$ cat config.mk
export PLATFORM = sky130hd
export DESIGN_NAME = priority_quantum_scheduler
export DESIGN_NICKNAME = d
export VERILOG_FILES = /design/src/rtl/pqs_pkg.sv /design/src/rtl/pqs_cell.sv /design/src/rtl/priority_quantum_scheduler.sv
export VERILOG_INCLUDE_DIRS = /design/src /design/src/rtl
export SDC_FILE = /design/constraint.sdc
export NUM_CORES = 2
export LEC_CHECK = 0
export ABC_AREA = 0
export BUFFER_PORTS_ARGS = -buffer_cell sky130_fd_sc_hd__buf_2
export CAP_MARGIN = 20
export CELL_PAD_IN_SITES_DETAIL_PLACEMENT = 1
export CELL_PAD_IN_SITES_GLOBAL_PLACEMENT = 1
export CORE_MARGIN = 10
export CORE_UTILIZATION = 25
export DETAILED_ROUTE_END_ITERATION = 8
export HOLD_SLACK_MARGIN = 0.05
export PLACE_DENSITY_LB_ADDON = 0.1
export REMOVE_ABC_BUFFERS = 1
export SYNTH_ARGS = -nofsm -noshare
export SYNTH_HDL_FRONTEND = slang
export SYNTH_HIERARCHICAL = 1
export SYNTH_SLANG_ARGS = --single-unit
$ cat constraint.sdc
create_clock -name i_clk -period 8.9 [get_ports i_clk]
set_input_delay 0.445 -clock i_clk [delete_from_list [all_inputs] [get_ports i_clk]]
set_output_delay 0.445 -clock i_clk [all_outputs]
set_load 0.02 [all_outputs]
$ cat src/rtl/priority_quantum_scheduler_assert.svh
// Assertion macros for the priority quantum scheduler
`ifndef PRIORITY_QUANTUM_SCHEDULER_ASSERT_SVH
`define PRIORITY_QUANTUM_SCHEDULER_ASSERT_SVH

`ifndef SYNTH
`define PQS_ASSERT(lbl, clk, rst_n, prop, msg) \
    lbl: assert property (@(posedge clk) disable iff (!rst_n) prop) else $error(msg);
`define PQS_ASSERT_ALWAYS(lbl, clk, prop, msg) \
    lbl: assert property (@(posedge clk) prop) else $error(msg);
`else
`define PQS_ASSERT(lbl, clk, rst_n, prop, msg)
`define PQS_ASSERT_ALWAYS(lbl, clk, prop, msg)
`endif

`endif

$ cat src/rtl/pqs_pkg.sv
// Shared types and constants for the priority quantum scheduler
package pqs_pkg;

    localparam int QUEUE_DEPTH_DEF = 16;
    localparam logic [15:0] QUANTUM_RESET = 16'd10;
    localparam logic [7:0] PRI_MAX = 8'hFF;

    typedef struct packed {
        logic [15:0] id;
        logic [31:0] arrival;
        logic [7:0]  prio;
        logic [19:0] total;
        logic [19:0] done;
    } t_slot;

    typedef enum logic [1:0] {
        OP_HOLD,
        OP_INSERT,
        OP_POP
    } t_chain_op;

    typedef struct packed {
        t_chain_op op;
        logic      reinsert;
    } t_chain_cmd;

    typedef enum logic {
        ST_IDLE,
        ST_REINS
    } t_state;

    typedef enum logic [1:0] {
        STAT_INSERTED = 2'd0,
        STAT_FULL     = 2'd1,
        STAT_DISPATCH = 2'd2,
        STAT_EMPTY    = 2'd3
    } t_status;

endpackage

$ cat src/rtl/pqs_cell.sv
// One queue slot of the sorted shifting chain
module pqs_cell import pqs_pkg::*; (
    input  logic       i_clk,
    input  logic       i_rst_n,
    input  t_chain_cmd i_cmd,
    input  t_slot      i_new,
    input  t_slot      i_left,
    input  logic       i_left_valid,
    input  logic       i_left_flag,
    input  t_slot      i_right,
    input  logic       i_right_valid,
    output t_slot      o_slot,
    output logic       o_valid,
    output logic       o_flag
);

    t_slot r_slot;
    t_slot n_slot;
    logic  r_valid;
    logic  n_valid;
    logic  w_after;

    always_comb begin
        if (i_cmd.reinsert) begin
            w_after = r_slot.prio > i_new.prio;
        end else begin
            w_after = (r_slot.prio > i_new.prio) ||
                      ((r_slot.prio == i_new.prio) &&
                       (r_slot.arrival > i_new.arrival));
        end
        o_flag = !r_valid || w_after;
    end

    always_comb begin
        n_slot  = r_slot;
        n_valid = r_valid;
        unique case (i_cmd.op)
            OP_INSERT: begin
                if (o_flag) begin
                    if (!i_left_flag) begin
                        n_slot  = i_new;
                        n_valid = 1'b1;
                    end else begin
                        n_slot  = i_left;
                        n_valid = i_left_valid;
                    end
                end
            end
            OP_POP: begin
                n_slot  = i_right;
                n_valid = i_right_valid;
            end
            default: begin
                n_slot  = r_slot;
                n_valid = r_valid;
            end
        endcase
    end

    always_ff @(posedge i_clk) begin
        r_slot <= n_slot;
        if (!i_rst_n) begin
            r_valid <= 1'b0;
        end else begin
            r_valid <= n_valid;
        end
    end

    assign o_slot  = r_slot;
    assign o_valid = r_valid;

endmodule

$ cat src/rtl/priority_quantum_scheduler.sv
// Priority quantum scheduler top level: control, quantum register and slot chain
//
//  channel | direction | handshake                   | word
//  in      | input     | i_in_valid / o_in_ready     | kind, task id, arrival, priority, cycles
//  out     | output    | o_out_valid / i_out_ready   | status, run id/priority/cycles, finished, count
//  cfg     | input     | i_cfg_valid / o_cfg_ready   | quantum
//
//  Insert, full drop, empty dispatch and finishing dispatch complete in ST_IDLE alone.
//  A dispatch that puts its task back pops it, then reinserts it from ST_REINS.
//  Both run as one shift of the slot chain per cycle.
//  Reset empties the queue at once and loads quantum with 10; no clearing pass.
//  A waiting result blocks new words; the cfg port is always ready.
module priority_quantum_scheduler import pqs_pkg::*; #(
    parameter int QUEUE_DEPTH = QUEUE_DEPTH_DEF,
    localparam int CW = $clog2(QUEUE_DEPTH + 1)
) (
    input  logic          i_clk,
    input  logic          i_rst_n,
    input  logic          i_in_valid,
    output logic          o_in_ready,
    input  logic          i_kind,
    input  logic [15:0]   i_task_id,
    input  logic [31:0]   i_arrival_time,
    input  logic [7:0]    i_priority_req,
    input  logic [19:0]   i_total_cycles,
    output logic          o_out_valid,
    input  logic          i_out_ready,
    output logic [1:0]    o_status,
    output logic [15:0]   o_run_id,
    output logic [7:0]    o_run_priority,
    output logic [15:0]   o_run_cycles,
    output logic          o_finished,
    output logic [CW-1:0] o_queue_count,
    input  logic          i_cfg_valid,
    output logic          o_cfg_ready,
    input  logic [15:0]   i_cfg_data
);

`include "priority_quantum_scheduler_assert.svh"

    t_state        r_state;
    t_state        n_state;
    logic [15:0]   r_quantum;
    logic [CW-1:0] r_count;
    logic [CW-1:0] n_count;
    t_slot         r_re;
    t_slot         n_re;
    logic          r_out_valid;
    t_status       r_status;
    t_status       n_status;
    logic [15:0]   r_run_id;
    logic [15:0]   n_run_id;
    logic [7:0]    r_run_pri;
    logic [7:0]    n_run_pri;
    logic [15:0]   r_run_cyc;
    logic [15:0]   n_run_cyc;
    logic          r_fin;
    logic          n_fin;

    t_chain_cmd w_cmd;
    t_slot      w_new;
    t_slot      w_slot  [QUEUE_DEPTH];
    logic       w_valid [QUEUE_DEPTH];
    logic       w_flag  [QUEUE_DEPTH];
    logic [QUEUE_DEPTH-1:0] w_valid_vec;

    logic        w_acc;
    logic        w_full;
    logic        w_empty;
    t_slot       w_head;
    logic [19:0] w_rem;
    logic [15:0] w_run;
    logic [19:0] w_ndone;
    logic        w_unfin;
    logic [7:0]  w_np;

    genvar g;
    generate
        for (g = 0; g < QUEUE_DEPTH; g++) begin : g_cell
            t_slot w_left;
            logic  w_left_valid;
            logic  w_left_flag;
            t_slot w_right;
            logic  w_right_valid;
            if (g == 0) begin : g_first
                assign w_left       = '0;
                assign w_left_valid = 1'b0;
                assign w_left_flag  = 1'b0;
            end else begin : g_mid
                assign w_left       = w_slot[g-1];
                assign w_left_valid = w_valid[g-1];
                assign w_left_flag  = w_flag[g-1];
            end
            if (g == QUEUE_DEPTH - 1) begin : g_last
                assign w_right       = '0;
                assign w_right_valid = 1'b0;
            end else begin : g_inner
                assign w_right       = w_slot[g+1];
                assign w_right_valid = w_valid[g+1];
            end
            pqs_cell u_cell (
                .i_clk         (i_clk),
                .i_rst_n       (i_rst_n),
                .i_cmd         (w_cmd),
                .i_new         (w_new),
                .i_left        (w_left),
                .i_left_valid  (w_left_valid),
                .i_left_flag   (w_left_flag),
                .i_right       (w_right),
                .i_right_valid (w_right_valid),
                .o_slot        (w_slot[g]),
                .o_valid       (w_valid[g]),
                .o_flag        (w_flag[g])
            );
            assign w_valid_vec[g] = w_valid[g];
        end
    endgenerate

    assign o_in_ready  = (r_state == ST_IDLE) && (!r_out_valid || i_out_ready);
    assign o_cfg_ready = 1'b1;
    assign w_acc       = i_in_valid && o_in_ready;
    assign w_full      = r_count == CW'(QUEUE_DEPTH);
    assign w_empty     = r_count == '0;
    assign w_head      = w_slot[0];

    always_comb begin
        w_rem   = (w_head.done >= w_head.total) ? 20'd0 : w_head.total - w_head.done;
        w_run   = (w_rem > {4'd0, r_quantum}) ? r_quantum : w_rem[15:0];
        w_ndone = w_head.done + {4'd0, w_run};
        w_unfin = w_ndone < w_head.total;
        w_np    = (w_head.prio == PRI_MAX) ? PRI_MAX : w_head.prio + 8'd1;
    end

    always_comb begin
        n_state   = r_state;
        n_count   = r_count;
        n_re      = r_re;
        n_status  = r_status;
        n_run_id  = r_run_id;
        n_run_pri = r_run_pri;
        n_run_cyc = r_run_cyc;
        n_fin     = r_fin;
        w_cmd     = '{op: OP_HOLD, reinsert: 1'b0};
        w_new     = '{id: i_task_id, arrival: i_arrival_time, prio: i_priority_req,
                      total: i_total_cycles, done: 20'd0};
        unique case (r_state)
            ST_IDLE: begin
                if (w_acc) begin
                    n_run_id  = '0;
                    n_run_pri = '0;
                    n_run_cyc = '0;
                    n_fin     = 1'b0;
                    if (!i_kind) begin
                        if (w_full) begin
                            n_status = STAT_FULL;
                        end else begin
                            n_status = STAT_INSERTED;
                            w_cmd    = '{op: OP_INSERT, reinsert: 1'b0};
                            n_count  = r_count + CW'(1);
                        end
                    end else if (w_empty) begin
                        n_status = STAT_EMPTY;
                    end else begin
                        n_status  = STAT_DISPATCH;
                        n_run_id  = w_head.id;
                        n_run_pri = w_head.prio;
                        n_run_cyc = w_run;
                        n_fin     = !w_unfin;
                        w_cmd     = '{op: OP_POP, reinsert: 1'b0};
                        n_re      = '{id: w_head.id, arrival: w_head.arrival, prio: w_np,
                                      total: w_head.total, done: w_ndone};
                        if (w_unfin) begin
                            n_state = ST_REINS;
                        end else begin
                            n_count = r_count - CW'(1);
                        end
                    end
                end
            end
            ST_REINS: begin
                w_cmd   = '{op: OP_INSERT, reinsert: 1'b1};
                w_new   = r_re;
                n_state = ST_IDLE;
            end
            default: begin
                n_state = ST_IDLE;
            end
        endcase
    end

    always_ff @(posedge i_clk) begin
        r_re      <= n_re;
        r_status  <= n_status;
        r_run_id  <= n_run_id;
        r_run_pri <= n_run_pri;
        r_run_cyc <= n_run_cyc;
        r_fin     <= n_fin;
        if (!i_rst_n) begin
            r_state     <= ST_IDLE;
            r_count     <= '0;
            r_quantum   <= QUANTUM_RESET;
            r_out_valid <= 1'b0;
        end else begin
            r_state <= n_state;
            r_count <= n_count;
            if (i_cfg_valid && o_cfg_ready) begin
                r_quantum <= i_cfg_data;
            end
            if (w_acc) begin
                r_out_valid <= 1'b1;
            end else if (i_out_ready) begin
                r_out_valid <= 1'b0;
            end
        end
    end

    assign o_out_valid    = r_out_valid;
    assign o_status       = r_status;
    assign o_run_id       = r_run_id;
    assign o_run_priority = r_run_pri;
    assign o_run_cycles   = r_run_cyc;
    assign o_finished     = r_fin;
    assign o_queue_count  = r_count;

    `PQS_ASSERT(a_count_bound, i_clk, i_rst_n, r_count <= CW'(QUEUE_DEPTH), "count over depth")
    `PQS_ASSERT(a_count_valid, i_clk, i_rst_n, (r_state == ST_IDLE) |-> ($countones(w_valid_vec) == int'(r_count)), "valid bits disagree with count")
    `PQS_ASSERT(a_sorted, i_clk, i_rst_n, ((r_state == ST_IDLE) && w_valid[1]) |-> (w_slot[0].prio <= w_slot[1].prio), "head out of order")
    `PQS_ASSERT(a_dispatch, i_clk, i_rst_n, (w_acc && i_kind && !w_empty) |=> (o_status == STAT_DISPATCH), "dispatch not reported")

endmodule

## Word-level counts from Yosys, hierarchy flattened

Index checks and enable logic that the tools add are counted.

| word-level totals | value |
|---|---|
| output and inout bits | 51 |
| latch bits | 0 |
| logic and storage cells | 416 |
| register bits | 1714 |
| memories kept | 0 |
| RAM bits | 0 |
| memory bits (read-only) | 0 |
| input port bits | 98 |

| operators by class | value |
|---|---|
| $lt $le $gt $ge | 35 |
| divide/modulo/power cells | 0 |
| $mul | 0 |
| reductions and logical operators | 92 |
| $add $sub $neg | 5 |
| equal/unequal tests | 39 |
| multiplexer cells | 132 |
| bitwise operators | 3 |
| shift-type cells | 0 |

Operators by type and width:

| cell | count |
|---|---|
| $mux 96 | 32 |
| $pmux 96 s2 | 16 |
| $gt 32x32->1 | 16 |
| $eq 8x8->1 | 16 |
| $gt 8x8->1 | 16 |
| $mux 1 | 55 |
| $pmux 1 s2 | 17 |
| $reduce_and 2->1 | 17 |
| $logic_or 1x1->1 | 33 |
| $ne 2x1->1 const B | 16 |
| $add 20x16->20 | 1 |
| $ge 20x20->1 | 1 |
| $gt 20x16->1 | 1 |
| $lt 20x20->1 | 1 |
| $mux 20 | 1 |
| $mux 5 | 4 |
| $sub 20x20->20 | 1 |
| $logic_and 1x1->1 | 18 |
| $logic_not 1->1 | 18 |
| $mux 16 | 1 |
| $mux 3 | 3 |
| $add 8x1->8 const B | 1 |
| $eq 8x8->1 const B | 1 |
| $ne 2x2->1 const B | 3 |
| other kinds (13) | 17 |

## Depth between registers and ports, before layout

| depth | value |
|---|---|
| depth after elaboration | 11 |
| depth in mapped cells | 44 |
| depth with buffers taken out | 41 |

## Hierarchy

Netlist, hierarchy kept.

By module, submodules not included:

| module | times used | cells each | area each (um2) | sequential area each (um2) |
|---|---|---|---|---|
| pqs_cell at g_cell[0].u_cell ... | 13 | 568 | 5916.9 | 2902.8 |
| pqs_cell at g_cell[7].u_cell ... | 3 | 572 | 5998.3 | 2902.8 |
| priority_quantum_scheduler | 1 | 879 | 9803.2 | 4634.4 |

## Worst setup path before layout

No wires, ideal clock.

| timing path | value |
|---|---|
| path kind | register to register |
| start point | register g_cell[0].u_cell.r_slot, in the netlist g_cell[0].u_cell/o_slot[20] |
| end point | register r_count[4], in the netlist o_queue_count[4] |
| library setup time | 71 ps |
| required time | 8829 ps |
| period minus slack after synthesis | 7662 ps |
| stages on the path, launching flop included | 40 |
| path buffers | 1 |
| arrival | 7592 ps |
| path slack | 1238 ps |
| cells stage by stage | edfxtp_1 > inv_1 > ha_1 > inv_1 > fa_1 > nand3_1 > a21oi_1 > o21ai_1 > a31o_1 > a211oi_1 > o21a_1 > clkbuf_1 > o211a_1 > ha_1 > a21o_1 > a21o_1 > a21oi_1 > o311ai_0 > [... 4 more ...] > ha_1 > a21o_1 > a21o_1 > a21oi_1 > o21ai_0 > a221oi_1 > a211oi_1 > o31ai_1 > a21oi_1 > xnor2_1 > ha_1 > a21o_1 > a21o_1 > a21oi_1 > a311oi_1 > nand2_1 > or3_1 > a21oi_1 |

| on the way | value |
|---|---|
| cells in the longest elaborated chain, start to end | 8 |
| elaborated cells between the ends (all ways) | 9 |
| those cells by class | 2 x add/sub; 3 x order compare; 1 x eq/ne; 2 x mux; 1 x reduce/logical |

RTL lines:

| what | line | source |
|---|---|---|
| from (decl) | pqs_cell.sv:17 | `t_slot r_slot;` |
| from (signal assigned) | pqs_cell.sv:61 | `r_slot <= n_slot;` |
| $sub 20x20->20 or $ge 20x20->1 (tied branches) | priority_quantum_scheduler.sv:127 | `w_rem = (w_head.done >= w_head.total) ? 20'd0 : w_head.total - w_head.done;` |
| $mux 20 (*) | priority_quantum_scheduler.sv:127 |  |
| $gt 20x16->1 | priority_quantum_scheduler.sv:128 | `w_run = (w_rem > {4'd0, r_quantum}) ? r_quantum : w_rem[15:0];` |
| $mux 16 (*) | priority_quantum_scheduler.sv:128 |  |
| net w_run[1] | priority_quantum_scheduler.sv:72 | `logic [15:0] w_run;` |
| $add 20x16->20 (*) | priority_quantum_scheduler.sv:129 | `w_ndone = w_head.done + {4'd0, w_run};` |
| net w_ndone[17] | priority_quantum_scheduler.sv:73 | `logic [19:0] w_ndone;` |
| $lt 20x20->1 (*) | priority_quantum_scheduler.sv:130 | `w_unfin = w_ndone < w_head.total;` |
| $ne 2x2->1 (no line) (*) | - |  |
| $reduce_and 5->1 (no line) (*) | - |  |
| to (signal assigned) | priority_quantum_scheduler.sv:205 | `r_count <= n_count;` |
| to (decl) | priority_quantum_scheduler.sv:44 | `logic [CW-1:0] r_count;` |

Mark *: on every way through the listed nets, which the timed path passes. The rest lies on a longest branch.
A chain may end at the register's enable or synchronous reset.

## Worst setup path after layout

| timing path | value |
|---|---|
| start point | register g_cell[0].u_cell.r_slot, in the netlist g_cell[0].u_cell/o_slot[20] |
| end point | register r_count[2], in the netlist o_queue_count[2] |

The elaborated chain is that of the path after synthesis.

==> results.py <==
metrics = {
    "cts": {
        "cts_root_buf": "clkbuf_16",
        "clk_latency_ns": 0.96,
        "cts_tree": "yes",
        "clockBufferDepth": 4,
        "clk_pin_slew_ns": 0.06,
        "cts_buffers": 226,
        "ctsHtreeMaxLevel": 4,
        "cts_sinks": 1714,
    },
    "cells_and_area": {
        "drive_above_1_share": 0.0846,
        "fillCellCount": 46700,
        "final_area_um2": 121000,
        "fin_nets": 11100,
        "syn2layout_area_growth_pct": 15.5,
    },
    "timing": {
        "min_period_over_period": 0.941,
        "max-slew-margin-rel": 0.227,
        "final.setup.worst_slack_ns": 0.523,
        "hold_slack_ns": 0.282,
        "slew_viol_final": 0,
        "tightestPinTransition_ns": 1.15,
        "hold_violations": 0,
        "fmax_mhz": 119,
        "skew_ns": 0.0834,
        "setup_violations": 0,
        "period_minus_slack_ns": 8.38,
    },
    "setup_path": {
        "regToRegEndpoint": "o_queue_count[2]",
        "r2r_start": "g_cell[0].u_cell/o_slot[20]",
        "critPathMaxStageDelay_ns": 0.41,
        "cp.required_ns": 9.69,
        "r2r_slack_ns": 0.52,
        "endpoint_kind": "flip-flop",
        "cp_data_arrival_time_ns": 9.16,
        "cp_max_fo": 5,
        "cpMostUsedCell": "a21o_1",
        "startpoint_type": "flip-flop",
        "crit_path_top_delay_cell": "fa_1",
        "ff2ff_path_depth": 41,
        "crit_type": "flip-flop to flip-flop",
    },
    "drt": {
        "vias": 79000,
        "drt_iter0_markers": 4088,
        "routed_via_density": 4.95,
        "drcViolationCount": 0,
        "routedWlPerCell_um": 25.1,
        "drt-total-wl_mm": 401,
        "detail-route-antenna-nets": 0,
        "drt_pass1_iterations": 5,
    },
    "floorplan": {
        "initial_core_util": 0.251,
        "dieHeight_um": 667,
        "ios": 149,
        "die_w_um": 667,
        "row_count": 237,
        "die_area_um2": 445000,
        "core_area_um2": 417000,
    },
    "global_route": {
        "grt_max_degree": 154,
        "grt_pass1_wl_mm": 591,
        "grt_pass1_vias": 86900,
        "grt_overflow_total": 0,
        "antenna_found_initial": 14,
        "gr-usage-all-layers": 0.174,
    },
    "yosys": {
        "ys_types": 87,
        "ys_top_cells_by_area": "edfxtp_1, mux2i_1, ha_1",
        "synthArstFlopShare": 0,
        "synth.most_common_cell": "edfxtp_1",
        "yosys.area.top_type": "edfxtp_1",
        "postSynthCellCount": 9979,
        "synth_top_cells_by_count": "edfxtp_1, mux2i_1, nand2_1",
        "yosys_register_bits": 1714,
        "yosysWarnings": 6,
        "syn_avg_cell_area_um2": 10.5,
        "syn_area_um2": 105000,
        "yosysSeqAreaShare": 0.488,
        "yosys_most_used_dff": "edfxtp_1",
        "synth_edf_count": 1675,
        "yosysTopAreaCellShare": 0.480,
    },
    "run": {
        "drv_cap": 0,
    },
    "min_path": {
        "worstHoldPathCells": 4,
        "hold_end": "g_cell[1].u_cell/o_slot[85]",
        "hold_class": "primary input to flip-flop",
        "hp-start": "i_task_id[5]",
    },
    "placement": {
        "dp_worst_setup_slack_ns": -0.265,
        "dp.final_hpwl_mm": 268,
        "dpl-instance-area_um2": 113000,
        "io_buffer_count": 147,
        "gp_congestion": 0.781,
    },
    "power_and_ir_drop": {
        "power.leakage_nw": 51.6,
        "vdd_ir_drop_max_v": 0.000533,
        "power_density_nw_per_um2": 416,
    },
    "status": {
        "status": "finished, final reports clean",
    },
}
[cell usage in the layout (no fill, tap or decap), types with 165 or more instances in the layout]
| cell type | n |
|---|---|
| edfxtp_1 | 1675 |
| clkbuf_16 | 230 |
| mux2i_1 | 1552 |
| nand2_1 | 1442 |
| conb_1 | 196 |
| nor2_1 | 380 |
| o21ai_0 | 1311 |
| inv_1 | 733 |
| buf_4 | 165 |
| a21oi_1 | 577 |
| ha_1 | 714 |
[cell type report]
type	count	area (um2)	share of cell area
sequential	1714	51100	0.422
multi-input combinational	7182	50000	0.413
tap	5497	6880	0.0569
clock buffer	299	6060	0.0502
timing repair buffer	395	3200	0.0265
inverter	734	2760	0.0228
clock inverter	120	953	0.00788
antenna	8	20.0	0.000166
[power by group]
group,internal [mW],switching (mW),leakage [nW]
Clock,5.16,3.90,3.43
Sequential,15.5,2.72,16.0
Combinational,8.10,14.9,32.1
Total,28.7,21.6,51.6
[per-layer routing]
layer  GRT usage  vias to the layer above  routed length [um]
met5           0                        -                   0
met4      0.0447                        0               11000
met3      0.0153                      424               10200
met2       0.301                      992              191000
met1       0.234                    40900              189000
li1            -                    36700                   -
[kinds of logic (layout without fill, tap and decap cells)]
family | count (synthesis) | after routing | share of synthesized area
DFF | 1714 | 1714 | 0.488
xor gates and xnor gates | 39 | 39 | 0.00326
adders and majority gates | 718 | 718 | 0.0860
and+or+nand+nor | 2318 | 2318 | 0.0961
buffers and inverters | 1277 | 1548 | 0.0473
other | 2 | 204 | 0.0000717
AOI/OAI and AO/OA | 2280 | 2280 | 0.123
muxes | 1631 | 1631 | 0.157
[worst max-delay path: cells and delay by family, from the launching register on]
kind	cells	cell delay (ns)
compound gates	21	3.96
simple gates	9	1.52
fa+ha+maj	5	1.48
buf+inv	4	0.46
flops	1	0.40
xor+xnor	1	0.24
mux	1	0.20
[per-stage QoR]
step	TNS (ns)	total power, mW	instances	util
after floorplan	-5822.31	33.5	9630	-
after global placement	-2.08	40.9	15500	0.272
after detailed placement	-0.971	41.6	15500	0.272
after CTS	0	51.0	15900	0.290
after global routing	-0.000952	54.0	15900	0.290
final	0	50.3	15900	0.290
[worst max path at each step]
| stage | start | end | slack, ns | depth (start not counted) |
|---|---|---|---|---|
| floorplan | r_state | g_cell[15].u_cell/o_slot[0] | -3.01 | 5 |
| global placement | g_cell[0].u_cell/o_slot[0] | o_queue_count[3] | -0.40 | 40 |
| detailed placement | g_cell[0].u_cell/o_slot[20] | o_queue_count[2] | -0.27 | 42 |
| CTS | g_cell[0].u_cell/o_slot[20] | o_queue_count[2] | 0.02 | 42 |
| global route | g_cell[0].u_cell/o_slot[20] | o_queue_count[2] | -0.001 | 42 |
| finish | g_cell[0].u_cell/o_slot[20] | o_queue_count[2] | 0.52 | 41 |
[sequential cells by signal, indices dropped and copies added (netlist names)]
register,flops
o_run_cycles,16
g_cell.u_cell/o_slot,1536
r_re,96
r_state,1
g_cell.u_cell/o_valid,16
o_queue_count,5
o_status,2
r_quantum,16
o_run_priority,8
o_run_id,16
o_finished,1
o_out_valid,1
[repair_timing]
| action | in CTS | in global routing |
|---|---|---|
| buffers inserted | 0 | 0 |
| hold buffers | 36 | 0 |
| pin swaps | 1 | 4 |
| setup endpoints to repair | 7 | 7 |
| gates resized for setup | 6 | 22 |
| hold endpoints to repair | 27 | 0 |
No activity file was read; power rests on OpenSTA's default activity.
